## config.mk

```make
export PLATFORM = sky130hd
export DESIGN_NAME = srdi_front
export DESIGN_NICKNAME = d
export VERILOG_FILES = /design/src/rtl/core/stencil_row_dedup_indexer_unit_macros.svh /design/src/rtl/core/srdi_pkg.sv /design/src/rtl/core/srdi_front.sv
export SDC_FILE = /design/constraint.sdc
export NUM_CORES = 1
export LEC_CHECK = 0
export BUFFER_PORTS_ARGS = -buffer_cell sky130_fd_sc_hd__buf_2
export CAP_MARGIN = 20
export CORE_MARGIN = 2
export CORE_UTILIZATION = 26
export DETAILED_ROUTE_END_ITERATION = 6
export HOLD_SLACK_MARGIN = 0.02
export SLEW_MARGIN = 20
export SYNTH_ARGS = -nofsm -noshare
export SYNTH_HDL_FRONTEND = slang
export SYNTH_SLANG_ARGS = --single-unit
```

## constraint.sdc

```tcl
create_clock -name clk -period 5.4 [get_ports clk]
set_input_delay 0.27 -clock clk [delete_from_list [all_inputs] [get_ports clk]]
set_output_delay 0.27 -clock clk [all_outputs]
set_load 0.01 [all_outputs]
```

## src/rtl/core/stencil_row_dedup_indexer_unit_macros.svh

```systemverilog
// Assertion macros for the stencil row deduplicating indexer.
// Included by modules that carry concurrent checks; no dependencies.
`ifndef STENCIL_ROW_DEDUP_INDEXER_UNIT_MACROS_SVH
`define STENCIL_ROW_DEDUP_INDEXER_UNIT_MACROS_SVH
// check that a property holds on every clock edge outside reset
`define SRDI_ASSERT(label, clk, rst_n, prop, msg) \
    label: assert property (@(posedge clk) disable iff (!rst_n) (prop)) else $error(msg);
// check an implication from one condition to the next cycle
`define SRDI_ASSERT_NEXT(label, clk, rst_n, cond, prop, msg) \
    label: assert property (@(posedge clk) disable iff (!rst_n) (cond) |=> (prop)) \
        else $error(msg);
`endif

```

## src/rtl/core/srdi_pkg.sv

```systemverilog
// Shared types and constants for the stencil row deduplicating indexer.
// No dependencies.
`timescale 1ns / 1ps
package srdi_pkg;
    localparam int ENTRIES = 13;
    localparam int CELLS   = 13;

    typedef enum logic [1:0] {
        OP_ENTRY   = 2'd0,
        OP_CLEAR   = 2'd1,
        OP_READOUT = 2'd2,
        OP_NONE    = 2'd3
    } op_t;

    typedef enum logic [1:0] {
        ST_OK       = 2'd0,
        ST_ROW_LONG = 2'd1,
        ST_FULL     = 2'd2
    } status_t;

    typedef enum logic [2:0] {
        BK_IDLE,
        BK_SEARCH,
        BK_WAIT,
        BK_COMPARE,
        BK_STORE,
        BK_EMIT,
        BK_READ,
        BK_CELL
    } bk_state_t;

    // command from front to back through the queue
    typedef struct packed {
        logic        is_readout;
        logic [7:0]  sel;
        logic        err;
        logic [1:0]  err_code;
        logic [4:0]  fill;
    } cmd_t;

    typedef struct packed {
        logic        kind;
        logic [7:0]  set_index;
        logic        new_set;
        logic [1:0]  status;
        logic [8:0]  sets_in_use;
        logic [3:0]  position;
        logic [31:0] value;
        logic        last;
    } res_t;
endpackage

```

## src/rtl/core/srdi_front.sv

```systemverilog
// Front end: decodes transactions, keeps the row buffer and row counter.
// Depends on srdi_pkg.
`timescale 1ns / 1ps
module srdi_front #(
    parameter int MAX_POINTS = 65536
) (
    input  logic                 clk,
    input  logic                 rst_n,
    input  logic                 push,
    output logic                 full,
    input  logic [1:0]           operation,
    input  logic [15:0]          column_index,
    input  logic signed [31:0]   coefficient,
    input  logic                 entry_present,
    input  logic                 row_end,
    input  logic [7:0]           set_select,
    input  logic                 back_busy,
    output logic                 cmd_valid,
    output srdi_pkg::cmd_t       cmd,
    output logic                 clear,
    input  logic                 set_err,
    input  logic [1:0]           set_err_code,
    input  logic [3:0]           rd_idx,
    output logic [16:0]          rd_off,
    output logic [31:0]          rd_val
);
    import srdi_pkg::*;
    localparam int RW = $clog2(MAX_POINTS) + 1;

    logic [16:0] off_reg [ENTRIES];
    logic [31:0] val_reg [ENTRIES];
    logic [4:0]  fill_reg;
    logic [RW-1:0] row_reg;
    logic [1:0]  err_reg;
    logic        acc;
    logic [16:0] off_new;

    assign full = back_busy;
    assign acc = push && !full;
    assign off_new = 17'({1'b0, column_index}) - 17'(row_reg);
    assign rd_off = off_reg[rd_idx];
    assign rd_val = val_reg[rd_idx];
    assign clear = acc && (op_t'(operation) == OP_ENTRY ? 1'b0 :
                           op_t'(operation) == OP_CLEAR);

    // issue row ends and readouts to the back end
    always_comb
    begin
        cmd = '0;
        cmd_valid = 1'b0;
        cmd.sel = set_select;
        cmd.err_code = err_reg;
        cmd.fill = fill_reg;
        if (acc && op_t'(operation) == OP_READOUT)
        begin
            cmd_valid = 1'b1;
            cmd.is_readout = 1'b1;
        end
        else if (acc && op_t'(operation) == OP_ENTRY && row_end)
        begin
            cmd_valid = 1'b1;
            cmd.err = (err_reg != ST_OK) ||
                      (entry_present && fill_reg >= 5'(ENTRIES)) ||
                      (fill_reg > 5'(ENTRIES));
            if (err_reg == ST_OK && cmd.err)
                cmd.err_code = ST_ROW_LONG;
            if (entry_present && fill_reg < 5'(ENTRIES))
                cmd.fill = fill_reg + 5'd1;
        end
    end

    // store entries, advance row
    always_ff @(posedge clk)
    begin
        if (acc && op_t'(operation) == OP_ENTRY && err_reg == ST_OK && entry_present &&
            fill_reg < 5'(ENTRIES))
        begin
            off_reg[fill_reg[3:0]] <= off_new;
            val_reg[fill_reg[3:0]] <= coefficient;
        end
    end

    always_ff @(posedge clk or negedge rst_n)
    begin
        if (!rst_n)
        begin
            fill_reg <= '0;
            row_reg  <= '0;
            err_reg  <= ST_OK;
        end
        else
        begin
            if (set_err)
                err_reg <= set_err_code;
            if (clear)
            begin
                fill_reg <= '0;
                row_reg  <= '0;
                err_reg  <= ST_OK;
            end
            else if (acc && op_t'(operation) == OP_ENTRY && err_reg == ST_OK)
            begin
                if (row_end)
                begin
                    fill_reg <= '0;
                    row_reg  <= (row_reg >= RW'(MAX_POINTS - 1)) ? '0 : row_reg + 1'b1;
                end
                else if (entry_present)
                    fill_reg <= (fill_reg < 5'(ENTRIES)) ? fill_reg + 5'd1 : 5'(ENTRIES + 1);
            end
        end
    end
endmodule

```

==> results of run 1 <==
[per-layer routing]
metal	share of wire [%]	GRT usage [%]	up-vias
met5	0.11	0	-
met4	1.7	3.169	10
met3	4.8	1.998	85
met2	49	19.48	363
met1	45	16.08	7150
li1	-	-	5789
[how the worst min path moves through the flow]
stage / slack (ns) / startpoint / endpoint
after floorplan: -0.03 / rst_n / err_reg[0]$_DFFE_PN0P_
after global placement: 0.29 / rst_n / fill_reg[1]$_DFFE_PN0P_
after detailed placement: 0.31 / rst_n / fill_reg[4]$_DFFE_PN0P_
after CTS: 0.04 / row_end / fill_reg[4]$_DFFE_PN0P_
after global routing: 0.07 / row_end / fill_reg[4]$_DFFE_PN0P_
final: 0.07 / row_end / fill_reg[4]$_DFFE_PN0P_
[power breakdown]
| group | switching [mW] | internal [mW] |
|---|---|---|
| clock network | 1.93 | 2.42 |
| logic | 0.681 | 0.375 |
| registers | 0.0363 | 5.86 |
| total | 2.65 | 8.66 |
[through the flow]
step | hold slack, ns | cell area (um^2)
2_1_floorplan | -0.02559 | 26570
3_3_place_gp | 0.2857 | 28890
3_5_place_dp | 0.3054 | 28910
4_1_cts | 0.04066 | 31350
5_1_grt | 0.06770 | 31370
6_report | 0.06995 | 31370
[placed cells by master, fill, tap and decap left out, types with 22 or more instances in the layout]
master                          synthesis  routed
sky130_fd_sc_hd__buf_4                 10      28
sky130_fd_sc_hd__mux2i_1               26      26
sky130_fd_sc_hd__a211oi_1              29      29
sky130_fd_sc_hd__buf_2                 19     119
sky130_fd_sc_hd__inv_1                 26      26
sky130_fd_sc_hd__edfxtp_1             637     637
sky130_fd_sc_hd__mux4_2               173     173
sky130_fd_sc_hd__nand2_1               31      31
sky130_fd_sc_hd__nor2_1                33      24
sky130_fd_sc_hd__a21oi_1               35      35
sky130_fd_sc_hd__dfrtp_1               24      24
sky130_fd_sc_hd__nor2b_1               28      28
sky130_fd_sc_hd__ha_1                  22      22
sky130_fd_sc_hd__clkbuf_16              0      69
sky130_fd_sc_hd__o21ai_0               29      29
sky130_fd_sc_hd__dlygate4sd3_1          0      38
[critical path: cells and delay by family (launching register included)]
kind / cells / cell delay [ns]
AOI/OAI and AO/OA: 2 / 0.50
DFF: 1 / 0.45
adders and majority gates: 2 / 0.49
and+or+nand+nor: 6 / 1.75
[cell type report]
class | instances | share of cell area (%)
Antenna cell | 1 | 0.007977
Clock buffer | 85 | 5.696
Clock inverter | 29 | 0.8575
Inverter | 26 | 0.3111
Multi-Input combinational cell | 548 | 20.79
Sequential cell | 661 | 62.89
Tap cell | 1368 | 5.456
Timing Repair Buffer | 189 | 3.992
[logic make-up (layout without fill, tap and decap cells)]
group	Yosys count	count (layout)	synth area share, %
AOI/OAI and AO/OA	148	148	3.630
xor gates and xnor gates	10	10	0.3296
adders and majority gates	23	23	1.111
buffers and inverters	98	329	1.700
DFF	661	661	74.24
muxes	199	199	15.64
other	0	1	0
and+or+nand+nor	168	168	3.348
==> out/results.txt, run 1 <==
The run finished with clean final reports. The tools report the maximum clock path buffer count as 3. On the final layout, the worst clock skew is 0.03276 ns. Average vias per placed instance: 4.609.

Fraction of post-synthesis cell area in the top cell type by area: 71.98%. The logs give 1401 for the post-synthesis net count and 0.1048 mm^2 for the overall die area. For the initial antenna violation count, the log shows 7. Detail-routed net length per standard cell: 21.37 um.

The combined global-route utilization of all metal layers was 11.80%. Count of cells along the worst register-to-register path: 10. The iteration count of the initial detailed-routing pass is 5, and the maximum number of pins on one net before global-route repair is 99. The register-to-register setup slack is 2.08 ns. The final-report max-slew violation count was 0. STA classifies the critical path startpoint as a flop.

After floorplanning, the core was sized to cover 0.1016 mm^2. The startpoint identified for the worst register-to-register timing path is row_reg[1]$_DFFE_PN0P_. Count of flip-flops with a built-in enable after synthesis: 637. The logs give 13.40k for the routed via count and 0 for the post-detailed-route count of antenna-violating nets. Wires add up to 62.12 mm. Subtracting the final worst setup slack from the clock period gives 3.324 ns. The total of warnings raised by yosys came out at 0. After synthesis, the cell types taking the most area are sky130_fd_sc_hd__edfxtp_1 (72%), sky130_fd_sc_hd__mux4_2 (15%), sky130_fd_sc_hd__dfrtp_1 (2.3%). Following the worst setup path forward leads to its endpoint at row_reg[8]$_DFFE_PN0P_. Each instance of the synthesized netlist takes up on average 20.33 um^2. The most critical setup path has its startpoint at row_reg[1]$_DFFE_PN0P_. The cell at the root of the clock tree is sky130_fd_sc_hd__clkbuf_16. The logs give 0.0001940 V for the worst-case vdd ir drop and 2907 for the final cell count without fillers. For this design the ratio of total power to cell area is 360.6 mW/mm^2. Before CTS, the worst setup slack after placement is 2.121 ns. The first global-routing pass estimated 91.79 mm of wire.

The ratio of cells with drive above 1 in the final layout came out at 28.54%. Summed over all failing endpoints, the final setup total negative slack is 0 ns. Initial core utilization: 26.16%. The most frequently used cell type in the post-synthesis netlist is sky130_fd_sc_hd__edfxtp_1. The library cell contributing the largest single delay on the critical path is sky130_fd_sc_hd__nor3_1. The worst setup path is captured at a flop. At the worst endpoint, the arrival time is 3.80 ns. Setup slack closes at 2.076 ns. Clock tree synthesis inserted a total of 69 buffers. The detailed placement HPWL was 34.98 mm. The run gives 0 as the post-CTS setup buffer count.

After the last flow step, the layout net total stands at 1589. DRC violation count after routing: 0. For the register cell area after layout, the log shows 0.01973 mm^2. Sequential cells were found to cover 74.24% of the synthesized design area.

The number of hold-repair buffers added at the cts stage was 38. The clock tree synthesis step divided the H-tree into 3 levels. Setup repair after global routing left no endpoint under its margin.

For this design, the sink count on the clock tree is 661. The tools report the count of max-cap constraint violations as 0. The area of the multi-input gates is 0.006521 mm^2.

TritonCTS built the clock tree. In this run, synthesis produced a sequential element count of 661. In this run the worst hold path is classified as in -> reg. The detailed router finished its first iteration with 1178 violations. The congestion estimate from routability-driven global placement came to 0.7181. The number of flip-flops in the largest register was 416.

Cell type with the largest total area after synthesis: sky130_fd_sc_hd__edfxtp_1. For the quantity of gates resized following cts, the log shows 0. The pin slew with the least headroom to its limit came out at 1.080 ns. Power comes to 11.31 mW. The layout has 9800 filler cells. Counting instances, the worst hold path has a depth of 4. The number of hold-slack violations in the final timing report was 0.

For the via count of the first global-routing pass, the log shows 14.06k. The post-route clock period utilization is 61.55%, and the async set-or-reset flop fraction in the synthesized netlist is 3.631%. Width of the die: 323.7 um.

Final number of setup-violating endpoints: 0. Synthesis produced 1307 cells. The worst endpoint required time came out at 5.87 ns. The worst slew margin relative to its limit was 27.97%.

The primary flip-flop cell chosen by synthesis mapping is sky130_fd_sc_hd__edfxtp_1. The tools report the worst-skew pair later-pin latency as 0.63 ns. After synthesis, the most frequently instantiated cells are sky130_fd_sc_hd__edfxtp_1 (637), sky130_fd_sc_hd__mux4_2 (173), sky130_fd_sc_hd__a21oi_1 (35). The maximum fanout encountered on the critical timing path was 13; the number of port buffers was 123. The worst setup path category is reg -> reg.

The worst stage delay on the critical path came out at 0.47 ns. The floorplan step set the die height to 323.7 um. In this run the critical register-to-register path is captured at row_reg[8]$_DFFE_PN0P_. The instance count after placement with tap cells included was 2754. The signed area change from the synthesized netlist to the final layout was 18.05%; the post-synthesis instance area was 0.02657 mm^2. The standard-cell row count is 117, and the top-level I/O count is 140.

At the end of the flow the core is filled with cells to 30.88%. The run gives 0 as the total overflow reported by the global router. Yosys mapped the design onto 60 distinct sky130hd cell types.

The fmax is 300.8 MHz. Walking the worst path, the cells encountered are ha_1 > nand3_1 > nor3_1 > nand4_1 > nor4_1 > ha_1 > or3_1 > a211o_1 > or3_1 > o21ai_0. In this run the static leakage power is 10.02 nW.

Clock-pin slew was measured on the worst setup and hold paths at 0.06 ns.
(Power assumes the default switching activity.)
==> run 2, diff against run 1 <==
Clock period 5.4 ns to 3.1 ns, I/O delays scaled along.
==> out/results.txt, run 2 (synthesis results as in run 1) <==
The count of cells along the worst register-to-register path is 7 (-3), and the final number of setup-violating endpoints is 0 (unchanged). Cell count along the critical path: 7 (-3). The logs give 26.16% (unchanged) for the initial core utilization and 31.78% (+0.90 points) for the core utilization of the finished layout. The standard-cell row count is 117 (unchanged), and the final-report max-slew violation count is 0 (unchanged).

The tools report the cell at the root of the clock tree as sky130_fd_sc_hd__clkbuf_16. TritonCTS built the clock tree. The wire length of the first global-routing pass came out at 93.01 mm (+1.3%). Number of buffers and inverters on the critical path: 0 (unchanged).

The leakage power is 10.37 nW (+3.5%). The commonest non-fill, non-tap cell in the layout was sky130_fd_sc_hd__edfxtp_1. The worst slew margin relative to its limit came out at 33.83% (+5.9 points). Setup skew after layout: 0.02969 ns (-0.003079 ns). Among all stages on the critical path, the largest delay is contributed by sky130_fd_sc_hd__xnor2_1.

The tools report the core area as 0.1016 mm^2 (unchanged). Walking the worst path, the cells encountered are ha_1 > fa_1 > nor2b_1 > o211ai_1 > a21oi_1 > o31ai_1 > xnor2_1. The routed via count was 13.50k (+0.75%); the register cell area after layout was 0.01973 mm^2 (unchanged).

In the layout the commonest cells are sky130_fd_sc_hd__edfxtp_1 (637), sky130_fd_sc_hd__mux4_2 (173), sky130_fd_sc_hd__buf_2 (119). In this run the worst hold path is classified as in -> async. The run gives 0.03229 mm^2 (+2.9%) as the area of all placed cells without fillers. The flow ran to the end, and the final reports show no timing, DRC or antenna violations. For the combined global-route utilization of all metal layers, the log shows 11.95% (+0.15 points).

The run gives 3 (unchanged) as the maximum clock path buffer count. The DRC violation count after routing is 0 (unchanged). The tools report the detailed router's first-iteration violation count as 1136 (-3.6%).

The detail-routed net length per standard cell was 21.22 um (-0.69%). The ratio of cells with drive above 1 in the final layout was 30.63% (+2.1 points); the post-detailed-route count of antenna-violating nets was 0 (unchanged). The number of port buffers was 123 (unchanged); the worst-skew pair later-pin latency was 0.60 ns (-0.03 ns). For the via count of the first global-routing pass, the log shows 14.30k (+1.7%). The number of clock sinks seen by CTS was 661 (unchanged). The area of the multi-input gates is 0.006519 mm^2 (about the same). The run gives 0.1048 mm^2 (unchanged) as the overall die area.

The maximum fanout encountered on the critical timing path was 13 (unchanged). Cell type group with the largest total delay on the critical path: XOR/XNOR gates. The average vias per placed instance works out to 4.557 (-1.1%). The run gives 5 (-2) as the initial antenna violation count. The final setup TNS is 0 ns (unchanged).

The signed area change from the synthesized netlist to the final layout is 21.49%. The run gives 0.7374 (+2.7%) as the global placement routability congestion. Register-to-register setup slack: 0.29 ns (-1.78 ns). The count of max-cap constraint violations came out at 0 (unchanged). The height of the chip was 323.7 um (unchanged).

The critical path launch point type was a flop. The number of flip-flops in the largest register was 416 (unchanged). The register clock-pin slew on the reported worst setup and hold paths came out at 0.06 ns (about the same).

For the aggregate routed wire length, the log shows 62.86 mm (+1.2%). For the total placed instance area, the log shows 0.02963 mm^2 (+2.5%). STA classifies the critical path endpoint as a flop.

The worst endpoint required time was 3.36 ns (-2.51 ns); the fill cell instance count of the final layout was 9707 (-0.95%). The total overflow reported by the global router is 0 (unchanged), and the post-route clock period utilization is 90.51% (+29 points). The tools report the detailed placement HPWL as 37.50 mm (+7.2%). The run gives 0.0003377 V (+74%) as the worst-case vdd ir drop. For the number of buffers created by CTS, the log shows 69 (unchanged). The worst hold margin is 0.09590 ns (+0.02596 ns).

The maximum number of pins on one net before global-route repair came out at 50 (-49%). The pin slew with the least headroom to its limit was 0.9855 ns (-0.09489 ns); the power density over the cells was 628.9 mW/mm^2 (+74%). The minimum clock period after layout came out at 2.806 ns (-0.5181 ns). The run gives 1634 (+2.8%) as the final net count. The width of the die is 323.7 um (unchanged), and the number of hold-slack violations in the final timing report is 0 (unchanged).

The tools report the iteration count of the initial detailed-routing pass as 5 (unchanged). The H-tree level count was 3 (unchanged). The run gives 140 (unchanged) as the top-level I/O count. Worst stage delay on the critical path: 0.72 ns (+0.25 ns). The setup path with the least slack is of type reg -> reg.

For the post-CTS setup buffer count, the log shows 0 (unchanged). Setup repair after global routing left no endpoint under its margin. The fmax is 356.4 MHz (+18%). The tools report the arrival time at the worst endpoint as 3.07 ns (-0.73 ns).
run 2: cell types whose count changed in the layout (fill, tap and decap cells not counted), moves of 3 or more:
cell                            change
sky130_fd_sc_hd__buf_12            +32
sky130_fd_sc_hd__dlygate4sd3_1      +3
sky130_fd_sc_hd__bufinv_16          +5
sky130_fd_sc_hd__xnor2_1            +4
sky130_fd_sc_hd__nor3_4             +4
sky130_fd_sc_hd__buf_4             +10
sky130_fd_sc_hd__clkinv_2           +3
sky130_fd_sc_hd__xnor2_2            -4
sky130_fd_sc_hd__clkinvlp_4         +3
sky130_fd_sc_hd__nor3_2             -5
run 2: area by class of cell:
| type | instances | share of cell area (%) |
|---|---|---|
| antenna | 1 | 0.007751 |
| tap | 1368 | 5.301 |
| clock inverter | 40 | 1.314 |
| clock buffer | 84 | 5.588 |
| inverter | 26 | 0.3023 |
| timing repair buffer | 234 | 6.189 |
| sequential | 661 | 61.11 |
| multi-input combinational | 548 | 20.19 |
run 2: repair_timing:
| action | in CTS | in global routing |
|---|---|---|
| endpoints found under the setup margin | 0 | 27 |
| hold buffers | 41 | 0 |
| hold endpoints to repair | 447 | 0 |
| resized for setup | 0 | 2 |
run 2: metrics by stage:
step | setup WS (ns) | cells | total power [mW]
finish | 0.2941 | 2962 | 20.31
global route | 0.05198 | 2962 | 21.01
CTS | 0.04242 | 2961 | 20.53
detailed placement | 0.07485 | 2796 | 12.34
global placement | 0.2579 | 2796 | 12.26
floorplan | -0.5152 | 1307 | 11.54
run 2: layer usage:
metal / vias to the layer above / wire, um / track usage (%) / share of wire [%]
li1: 5905 / - / - / -
met4: 6 / 984 / 2.953 / 1.6
met3: 80 / 2859 / 1.917 / 4.5
met1: 7166 / 28130 / 16.18 / 45
met2: 341 / 30860 / 20.05 / 49
met5: - / 33 / 0 / 0.052
run 2: final timing paths:
kind | start | end
setup / recovery | row_reg[0]$_DFFE_PN0P_ | off_reg[12][8]$_DFFE_PP_
hold / removal | rst_n | err_reg[0]$_DFFE_PN0P_
min in group clk | back_busy | err_reg[1]$_DFFE_PN0P_
hold reg to reg | row_reg[6]$_DFFE_PN0P_ | row_reg[6]$_DFFE_PN0P_
max in group asynchronous | rst_n | row_reg[4]$_DFFE_PN0P_
setup reg to reg | row_reg[0]$_DFFE_PN0P_ | off_reg[12][8]$_DFFE_PP_
run 2: where the power goes:
| group | switching, mW | leakage, nW | internal, mW | total (mW) |
|---|---|---|---|---|
| Clock | 3.44 | 1.07 | 4.70 | 8.14 |
| Sequential | 0.0626 | 6.01 | 10.2 | 10.3 |
| Combinational | 1.18 | 3.28 | 0.715 | 1.90 |
